===== config.mk =====
export PLATFORM = sky130hd
export DESIGN_NAME = lift_stop_controller
export DESIGN_NICKNAME = d
export VERILOG_FILES = /design/src/rtl/lsc_pkg.sv /design/src/rtl/lsc_ctrl.sv /design/src/rtl/lsc_dp.sv /design/src/rtl/lift_stop_controller.sv
export SDC_FILE = /design/constraint.sdc
export NUM_CORES = 1
export LEC_CHECK = 0
export ABC_AREA = 1
export BUFFER_PORTS_ARGS = -buffer_cell sky130_fd_sc_hd__buf_4
export CORE_MARGIN = 3
export CORE_UTILIZATION = 27
export CTS_CLUSTER_SIZE = 12
export DETAILED_ROUTE_END_ITERATION = 6
export SKIP_CTS_REPAIR_TIMING = 1
export SLEW_MARGIN = 20
export SYNTH_ARGS = -nofsm -noshare
export SYNTH_HDL_FRONTEND = slang
export SYNTH_SLANG_ARGS = --single-unit

===== constraint.sdc =====
create_clock -name clk -period 8.29 [get_ports clk]
set_input_delay 0.4145 -clock clk [delete_from_list [all_inputs] [get_ports clk]]
set_output_delay 0.4145 -clock clk [all_outputs]
set_load 0.02 [all_outputs]

===== src/rtl/lsc_pkg.sv =====
`timescale 1ns / 1ps

package lsc_pkg;

  localparam int TOP_FLOOR = 15;
  localparam int FLOOR_W   = 6;
  localparam int MAP_W     = TOP_FLOOR + 1;
  localparam int IDX_W     = (MAP_W > 1) ? $clog2(MAP_W) : 1;
  localparam int CMD_W     = 4;
  localparam int UNITS_W   = 10;
  localparam int RIDERS_W  = 7;
  localparam int KIND_W    = 2;

  localparam logic [CMD_W-1:0] CMD_CAR_REQ   = 4'd0;
  localparam logic [CMD_W-1:0] CMD_HALL_CALL = 4'd1;
  localparam logic [CMD_W-1:0] CMD_MOVE_TO   = 4'd2;
  localparam logic [CMD_W-1:0] CMD_BOARD     = 4'd3;
  localparam logic [CMD_W-1:0] CMD_DROP      = 4'd4;
  localparam logic [CMD_W-1:0] CMD_EMERG_ON  = 4'd5;
  localparam logic [CMD_W-1:0] CMD_EMERG_OFF = 4'd6;
  localparam logic [CMD_W-1:0] CMD_CLEAR     = 4'd7;
  localparam logic [CMD_W-1:0] CMD_SET_STAT  = 4'd8;

  localparam logic [KIND_W-1:0] KIND_NORMAL  = 2'd0;
  localparam logic [KIND_W-1:0] KIND_STAFF   = 2'd1;
  localparam logic [KIND_W-1:0] KIND_DOCTOR  = 2'd2;
  localparam logic [KIND_W-1:0] KIND_PATIENT = 2'd3;

  localparam logic [UNITS_W-1:0] CAP_RESET = 10'd100;
  localparam logic [RIDERS_W-1:0] RIDERS_MAX = 7'd127;

  typedef struct packed {
    logic latch;
    logic exec;
    logic step;
  } ctrl_cmd_t;

  typedef struct packed {
    logic move_far;
    logic step_last;
  } dp_stat_t;

  function automatic logic [UNITS_W-1:0] units_for(input logic [KIND_W-1:0] kind);
    logic [UNITS_W-1:0] u;
    case (kind)
      KIND_PATIENT: u = 10'd50;
      KIND_DOCTOR:  u = 10'd30;
      KIND_STAFF:   u = 10'd20;
      KIND_NORMAL:  u = 10'd10;
      default:      u = 10'd10;
    endcase
    return u;
  endfunction

endpackage


===== src/rtl/lsc_ctrl.sv =====
`timescale 1ns / 1ps

module lsc_ctrl (
  input  logic               clk,
  input  logic               rst_n,
  input  logic               start,
  input  lsc_pkg::dp_stat_t  stat,
  output lsc_pkg::ctrl_cmd_t cmd,
  output logic               busy
);
  import lsc_pkg::*;

  localparam logic [1:0] ST_IDLE = 2'd0;
  localparam logic [1:0] ST_EXEC = 2'd1;
  localparam logic [1:0] ST_MOVE = 2'd2;

  logic [1:0] state_r, state_nxt;

  always_comb begin
    state_nxt = state_r;
    cmd       = '0;
    case (state_r)
      ST_IDLE: begin
        if (start) begin
          cmd.latch = 1'b1;
          state_nxt = ST_EXEC;
        end
      end
      ST_EXEC: begin
        cmd.exec  = 1'b1;
        state_nxt = stat.move_far ? ST_MOVE : ST_IDLE;
      end
      ST_MOVE: begin
        cmd.step = 1'b1;
        if (stat.step_last) begin
          state_nxt = ST_IDLE;
        end
      end
      default: state_nxt = ST_IDLE;
    endcase
  end

  always_ff @(posedge clk) begin
    if (!rst_n) begin
      state_r <= ST_IDLE;
    end else begin
      state_r <= state_nxt;
    end
  end

  assign busy = (state_r != ST_IDLE);

endmodule


===== src/rtl/lsc_dp.sv =====
`timescale 1ns / 1ps

module lsc_dp (
  input  logic                           clk,
  input  logic                           rst_n,
  input  lsc_pkg::ctrl_cmd_t             cmd,
  output lsc_pkg::dp_stat_t              stat,
  input  logic [lsc_pkg::CMD_W-1:0]      in_cmd,
  input  logic [lsc_pkg::FLOOR_W-1:0]    in_floor_number,
  input  logic                           in_going_up,
  input  logic [lsc_pkg::KIND_W-1:0]     in_person_kind,
  input  logic                           in_busy_value,
  input  logic                           cfg_wr_en,
  input  logic [lsc_pkg::UNITS_W-1:0]    cfg_wr_data,
  output logic                           out_valid,
  output logic [lsc_pkg::FLOOR_W-1:0]    out_car_floor,
  output logic                           out_doors_cycled,
  output logic                           out_alighting,
  output logic                           out_pickup,
  output logic                           out_accepted,
  output logic [lsc_pkg::UNITS_W-1:0]    out_space_used,
  output logic [lsc_pkg::RIDERS_W-1:0]   out_rider_count,
  output logic                           out_emergency_active,
  output logic                           out_car_busy,
  output logic                           out_last
);
  import lsc_pkg::*;

  // car state
  logic [FLOOR_W-1:0]  floor_r, floor_nxt;
  logic [MAP_W-1:0]    car_r, car_nxt;
  logic [MAP_W-1:0]    up_r, up_nxt;
  logic [MAP_W-1:0]    dn_r, dn_nxt;
  logic [UNITS_W-1:0]  units_r, units_nxt;
  logic [RIDERS_W-1:0] riders_r, riders_nxt;
  logic                emerg_r, emerg_nxt;
  logic                bflag_r, bflag_nxt;
  logic [UNITS_W-1:0]  cap_r;

  // latched transaction
  logic [CMD_W-1:0]    op_r;
  logic [FLOOR_W-1:0]  tgt_r;
  logic                hup_r;
  logic [KIND_W-1:0]   kind_r;
  logic                bval_r;
  logic                dir_r, dir_nxt;

  logic                emit;
  logic                doors, alight, pick, acc, last;
  logic [FLOOR_W-1:0]  nf;
  logic [FLOOR_W-1:0]  tgt_clamp;
  logic [MAP_W-1:0]    tbit, nbit;
  logic [UNITS_W-1:0]  need;
  logic [UNITS_W:0]    board_sum;

  assign tgt_clamp = (in_floor_number > FLOOR_W'(TOP_FLOOR)) ? FLOOR_W'(TOP_FLOOR)
                                                             : in_floor_number;
  assign nf        = dir_r ? floor_r + 1'b1 : floor_r - 1'b1;
  assign tbit      = MAP_W'(1) << tgt_r[IDX_W-1:0];
  assign nbit      = MAP_W'(1) << nf[IDX_W-1:0];
  assign need      = units_for(kind_r);
  assign board_sum = {1'b0, units_r} + {1'b0, need};

  assign stat.move_far  = (op_r == CMD_MOVE_TO) && (tgt_r != floor_r);
  assign stat.step_last = (nf == tgt_r);

  always_comb begin
    floor_nxt  = floor_r;
    car_nxt    = car_r;
    up_nxt     = up_r;
    dn_nxt     = dn_r;
    units_nxt  = units_r;
    riders_nxt = riders_r;
    emerg_nxt  = emerg_r;
    bflag_nxt  = bflag_r;
    dir_nxt    = dir_r;
    emit       = 1'b0;
    doors      = 1'b0;
    alight     = 1'b0;
    pick       = 1'b0;
    acc        = 1'b0;
    last       = 1'b1;
    if (cmd.exec) begin
      emit = 1'b1;
      case (op_r)
        CMD_CAR_REQ: begin
          if ((tgt_r != floor_r) && ((car_r & tbit) == '0)) begin
            car_nxt = car_r | tbit;
            acc     = 1'b1;
          end
        end
        CMD_HALL_CALL: begin
          if (hup_r) begin
            if ((up_r & tbit) == '0) begin
              up_nxt = up_r | tbit;
              acc    = 1'b1;
            end
          end else begin
            if ((dn_r & tbit) == '0) begin
              dn_nxt = dn_r | tbit;
              acc    = 1'b1;
            end
          end
        end
        CMD_MOVE_TO: begin
          if (tgt_r != floor_r) begin
            emit    = 1'b0;
            dir_nxt = (tgt_r > floor_r);
          end
        end
        CMD_BOARD: begin
          if ((riders_r < RIDERS_MAX) && (board_sum <= {1'b0, cap_r})) begin
            units_nxt  = board_sum[UNITS_W-1:0];
            riders_nxt = riders_r + 1'b1;
            acc        = 1'b1;
          end
        end
        CMD_DROP: begin
          if (riders_r != '0) begin
            units_nxt  = (units_r > need) ? units_r - need : '0;
            riders_nxt = riders_r - 1'b1;
            acc        = 1'b1;
          end
        end
        CMD_EMERG_ON: begin
          emerg_nxt = 1'b1;
          bflag_nxt = 1'b1;
          car_nxt   = '0;
          up_nxt    = '0;
          dn_nxt    = '0;
        end
        CMD_EMERG_OFF: emerg_nxt = 1'b0;
        CMD_CLEAR:     car_nxt = car_r & ~tbit;
        CMD_SET_STAT:  bflag_nxt = bval_r;
        default: ;
      endcase
    end else if (cmd.step) begin
      emit      = 1'b1;
      floor_nxt = nf;
      bflag_nxt = 1'b1;
      last      = (nf == tgt_r);
      if ((nf != tgt_r) && !emerg_r) begin
        if ((car_r & nbit) != '0) begin
          car_nxt = car_r & ~nbit;
          alight  = 1'b1;
        end
        if (units_r < cap_r) begin
          if (dir_r) begin
            if ((up_r & nbit) != '0) begin
              up_nxt = up_r & ~nbit;
              pick   = 1'b1;
            end
          end else begin
            if ((dn_r & nbit) != '0) begin
              dn_nxt = dn_r & ~nbit;
              pick   = 1'b1;
            end
          end
        end
      end
      doors = alight | pick;
    end
  end

  always_ff @(posedge clk) begin
    if (!rst_n) begin
      floor_r   <= '0;
      car_r     <= '0;
      up_r      <= '0;
      dn_r      <= '0;
      units_r   <= '0;
      riders_r  <= '0;
      emerg_r   <= 1'b0;
      bflag_r   <= 1'b0;
      cap_r     <= CAP_RESET;
      dir_r     <= 1'b0;
      out_valid <= 1'b0;
    end else begin
      floor_r   <= floor_nxt;
      car_r     <= car_nxt;
      up_r      <= up_nxt;
      dn_r      <= dn_nxt;
      units_r   <= units_nxt;
      riders_r  <= riders_nxt;
      emerg_r   <= emerg_nxt;
      bflag_r   <= bflag_nxt;
      dir_r     <= dir_nxt;
      out_valid <= emit;
      if (cfg_wr_en) begin
        cap_r <= cfg_wr_data;
      end
    end
  end

  // transaction fields and result payload
  always_ff @(posedge clk) begin
    if (cmd.latch) begin
      op_r   <= in_cmd;
      tgt_r  <= tgt_clamp;
      hup_r  <= in_going_up;
      kind_r <= in_person_kind;
      bval_r <= in_busy_value;
    end
    if (emit) begin
      out_car_floor        <= floor_nxt;
      out_doors_cycled     <= doors;
      out_alighting        <= alight;
      out_pickup           <= pick;
      out_accepted         <= acc;
      out_space_used       <= units_nxt;
      out_rider_count      <= riders_nxt;
      out_emergency_active <= emerg_nxt;
      out_car_busy         <= bflag_nxt;
      out_last             <= last;
    end
  end

endmodule


===== src/rtl/lift_stop_controller.sv =====
`timescale 1ns / 1ps

// channel   ports                          handshake
// input     in_cmd .. in_busy_value        taken when start high and busy low
// result    out_car_floor .. out_last      one cycle, marked by out_valid
// config    cfg_wr_data                    written when cfg_wr_en high
//
// a taken command executes in the next cycle; a single result shows in the cycle after
// single-result commands hold busy for one cycle; a new transaction waits for busy low
// move-to steps the car one floor per cycle in the floor stepper, one result per floor
// synchronous active-low reset: ground floor, no stops or calls, capacity 100
// the receiver cannot stall; every out_valid cycle is a delivered result

module lift_stop_controller (
  input  logic                           clk,
  input  logic                           rst_n,
  input  logic                           start,
  output logic                           busy,
  input  logic [lsc_pkg::CMD_W-1:0]      in_cmd,
  input  logic [lsc_pkg::FLOOR_W-1:0]    in_floor_number,
  input  logic                           in_going_up,
  input  logic [lsc_pkg::KIND_W-1:0]     in_person_kind,
  input  logic                           in_busy_value,
  input  logic                           cfg_wr_en,
  input  logic [lsc_pkg::UNITS_W-1:0]    cfg_wr_data,
  output logic                           out_valid,
  output logic [lsc_pkg::FLOOR_W-1:0]    out_car_floor,
  output logic                           out_doors_cycled,
  output logic                           out_alighting,
  output logic                           out_pickup,
  output logic                           out_accepted,
  output logic [lsc_pkg::UNITS_W-1:0]    out_space_used,
  output logic [lsc_pkg::RIDERS_W-1:0]   out_rider_count,
  output logic                           out_emergency_active,
  output logic                           out_car_busy,
  output logic                           out_last
);
  import lsc_pkg::*;

  ctrl_cmd_t cmd;
  dp_stat_t  stat;

  lsc_ctrl u_ctrl (
    .clk   (clk),
    .rst_n (rst_n),
    .start (start),
    .stat  (stat),
    .cmd   (cmd),
    .busy  (busy)
  );

  lsc_dp u_dp (
    .clk                  (clk),
    .rst_n                (rst_n),
    .cmd                  (cmd),
    .stat                 (stat),
    .in_cmd               (in_cmd),
    .in_floor_number      (in_floor_number),
    .in_going_up          (in_going_up),
    .in_person_kind       (in_person_kind),
    .in_busy_value        (in_busy_value),
    .cfg_wr_en            (cfg_wr_en),
    .cfg_wr_data          (cfg_wr_data),
    .out_valid            (out_valid),
    .out_car_floor        (out_car_floor),
    .out_doors_cycled     (out_doors_cycled),
    .out_alighting        (out_alighting),
    .out_pickup           (out_pickup),
    .out_accepted         (out_accepted),
    .out_space_used       (out_space_used),
    .out_rider_count      (out_rider_count),
    .out_emergency_active (out_emergency_active),
    .out_car_busy         (out_car_busy),
    .out_last             (out_last)
  );

  a_result_needs_work: assert property (@(posedge clk) disable iff (!rst_n)
    out_valid |-> $past(busy))
    else $error("result without a transaction in flight");

  a_take_sets_busy: assert property (@(posedge clk) disable iff (!rst_n)
    (start && !busy) |=> busy)
    else $error("accepted transaction did not raise busy");

  a_last_ends_burst: assert property (@(posedge clk) disable iff (!rst_n)
    (out_valid && out_last) |=> !out_valid)
    else $error("result after the final one of a transaction");

  a_floor_in_range: assert property (@(posedge clk) disable iff (!rst_n)
    out_valid |-> (out_car_floor <= FLOOR_W'(TOP_FLOOR)))
    else $error("car floor beyond the top floor");

  a_doors_need_reason: assert property (@(posedge clk) disable iff (!rst_n)
    out_valid |-> (out_doors_cycled == (out_alighting || out_pickup)))
    else $error("door cycle without a served stop");

endmodule

==> flow_metrics.py <==
metrics = {
    "sta": {
        "worst_pin_slew_ps": 929,
        "holdWs_ps": 161,
        "setup_ws_ps": 3680,
        "finalHoldViolCount": 0,
        "rsz0062_at_grt": "false",
        "slew_viol_final": 0,
        "period_share_pct": 55.7,
        "setup_violations": 0,
        "fin_setup_tns_ps": 0,
        "period_minus_slack_ps": 4610,
        "maxSlewHeadroom_pct": 37.9,
        "skew_ps": 9.01,
        "fmax_ghz": 0.217,
    },
    "critical_path": {
        "startpoint_type": "flip-flop",
        "worst-setup-path-type": "reg -> reg",
        "crit_top_cell": "nand2_1",
        "crit_chain": "ha_1 -> inv_1 -> ha_1 -> inv_1 -> fa_1 -> o21ai_0 -> nand2_1 -> nand2_1 -> nand2_1 -> a21oi_1 -> xor2_1 -> inv_1 -> ha_1 -> and3_1 -> nand4_1 -> nand2_1 -> nand3_2 -> inv_1 -> nand3_1 -> nand3_1 -> nand2_1 -> nand2_1 -> inv_1",
        "cp.required_ps": 8470,
        "crit_path_end_kind": "flip-flop",
        "crit_path_max_fanout": 15,
        "cp.arrival_ps": 4800,
        "crit_slowest_cell": "edfxtp_1",
        "slowest_delay_ps": 460,
    },
    "worst_hold_path": {
        "hold_path_class": "in -> reg",
    },
    "finish": {
        "finalInstanceArea_mm2": 0.0107,
        "fin_cells": 1898,
        "area_growth_pct": 14.5,
        "diodes": 0,
        "nFillCells": 3709,
        "finalNetCount": 1521,
        "final_util_pct": 31.6,
        "drive_above_1_share_pct": 8.97,
    },
    "outcome": {
        "status": "finished, violations left",
        "violations": "design-rule violations",
    },
    "power_and_ir_drop": {
        "power_mw": 2.25,
        "powerDensity_mw_per_mm2": 210,
        "p_leak_nw": 5.10,
        "worst_ir_drop_vdd_mv": 0.136,
    },
    "clock_tree": {
        "cts_root_buffer": "clkbuf_16",
        "cts_tree": "built",
        "ctsHtreeMaxLevel": 4,
        "clk_latency_ps": 430,
        "cts_buffers": 17,
        "cts_sinks": 131,
        "path_clk_slew_ps": 60,
        "cts_max_path_buffers": 2,
    },
    "floorplanning": {
        "num_io_pins": 60,
        "die_w_um": 192,
        "start_util_pct": 27.6,
        "die_area_mm2": 0.0369,
        "fp-row-count": 67,
        "die_y_um": 192,
        "core-area_mm2": 0.0339,
    },
    "placement": {
        "dp.cells": 1867,
        "hpwlAfterDp_mm": 21.6,
        "pre_cts_ws_ps": 3780,
        "place_area_mm2": 0.0101,
        "portBuffers": 59,
        "place_congestion": 0.965,
    },
    "global_routing": {
        "grt_pass1_vias": 8690,
        "grt_pass1_wl_mm": 47.0,
        "grt_overflow": 0,
        "grt_start_max_net_pins": 60,
        "grt_util_all_layers_pct": 16.2,
        "antenna_found_initial": 0,
    },
    "synth": {
        "synthesis.area_mm2": 0.00936,
        "ys_types": 45,
        "syn_avg_cell_area_um2": 6.66,
        "synth-edff-count": 44,
        "synth_seq_cells": 131,
        "syn_inst": 1406,
        "ys_seq_area_share_pct": 32.7,
        "yosys_warnings": 0,
        "yosys_most_used_dff": "dfxtp_1",
        "synthArstFlopShare_pct": 0,
    },
    "detailed_routing": {
        "drt-wirelength-per-cell_um": 15.5,
        "drt_wl_total_mm": 29.5,
        "antenna_left": 0,
        "num_vias": 9337,
        "drc": 2,
        "drt_iter0_drc": 837,
        "vias_per_cell": 4.92,
        "firstDrtPassIters": 7,
    },
    "run": {
        "drv_cap": 0,
    },
}
==> per-layer routing <==
layer	vias to the layer above	wire (um)	track usage, %
li1	4655	-	-
met1	4325	13400	21.0
met2	308	13600	26.7
met3	49	1710	2.97
met4	0	782	6.00
met5	-	0	0
==> report_power, final <==
| group | switching, mW | internal [mW] | total, mW |
|---|---|---|---|
| clock | 0.299 | 0.469 | 0.768 |
| combinational | 0.481 | 0.203 | 0.683 |
| sequential | 0.0537 | 0.748 | 0.802 |
==> cell type report <==
cell class              instances  area (um^2)  area share [%]
well taps                     448          561            5.23
clock inverters                11          138            1.28
inverters                     195          734            6.85
clock buffers                  20          437            4.07
flip-flops and latches        131         3060            28.6
repair buffers                 66          495            4.62
multi-input cells            1027         5290            49.4
==> logic make-up (layout without fill, tap and decap cells) <==
family	count (synthesis)	after routing	share of synthesized area, %
compound gates	189	189	12.2
fa+ha+maj	55	55	7.59
mux	1	1	0.120
xor+xnor	19	19	1.78
flops	131	131	32.7
buf+inv	249	292	10.9
other cells	1	2	0.0401
simple gates	761	761	34.6
==> worst paths after layout <==
path	start	cells after the start	slack (ps)	to
hold reg to reg	u_ctrl.state_r[0]$_SDFFE_PN0P_	2	500	u_ctrl.state_r[0]$_SDFFE_PN0P_
setup reg to reg	u_dp.kind_r[0]$_DFFE_PP_	23	3680	u_dp.out_rider_count[3]$_DFFE_PP_
setup / recovery	u_dp.kind_r[0]$_DFFE_PP_	23	3680	u_dp.out_rider_count[3]$_DFFE_PP_
hold / removal	in_going_up	1	160	u_dp.hup_r$_DFFE_PP_
==> cell usage after synthesis (all sizes together) (4+ instances only) <==
master,number,area (um^2)
o211ai,31,233
a2111oi,6,52.6
ha,52,651
edfxtp,44,1320
nand2,365,1420
o21ai,70,354
a21oi,52,264
o31ai,11,82.6
nand4,34,213
o221ai,7,61.3
nand3,123,641
inv,194,731
dfxtp,87,1740
nor3,25,125
buf,28,193
o21a,4,30.0
clkbuf,26,97.6
nor2,207,802
xor2,16,140
==> critical path: cells and delay by family (launching register included) <==
| family | cells | cell delay [ps] |
|---|---|---|
| buf+inv | 5 | 600 |
| compound gates | 2 | 340 |
| fa+ha+maj | 4 | 1110 |
| xor+xnor | 1 | 290 |
| simple gates | 11 | 1570 |
| flops | 1 | 460 |
==> layout by cell type (no fill, tap or decap), types with 11 or more instances in the layout <==
master	instances
nand2_1	353
nor2_1	195
inv_1	191
nand3_1	118
dfxtp_1	87
buf_4	66
o21ai_0	65
a21oi_1	51
ha_1	51
edfxtp_1	44
nand4_1	34
o211ai_1	31
nor3_1	25
clkbuf_16	17
xor2_1	16
nor2_2	11
o31ai_1	11
==> registers in the layout (all words and copies together) (netlist names), 2 cells and up <==
register,cells
u_dp.floor_r,6
u_dp.dn_r,16
u_dp.up_r,16
u_dp.units_r,10
u_dp.out_space_used,10
u_ctrl.state_r,2
u_dp.car_r,16
u_dp.kind_r,2
u_dp.cap_r,10
u_dp.tgt_r,6
u_dp.out_car_floor,6
u_dp.op_r,4
u_dp.out_rider_count,7
u_dp.riders_r,7
Power figures use the tool's default switching activity.
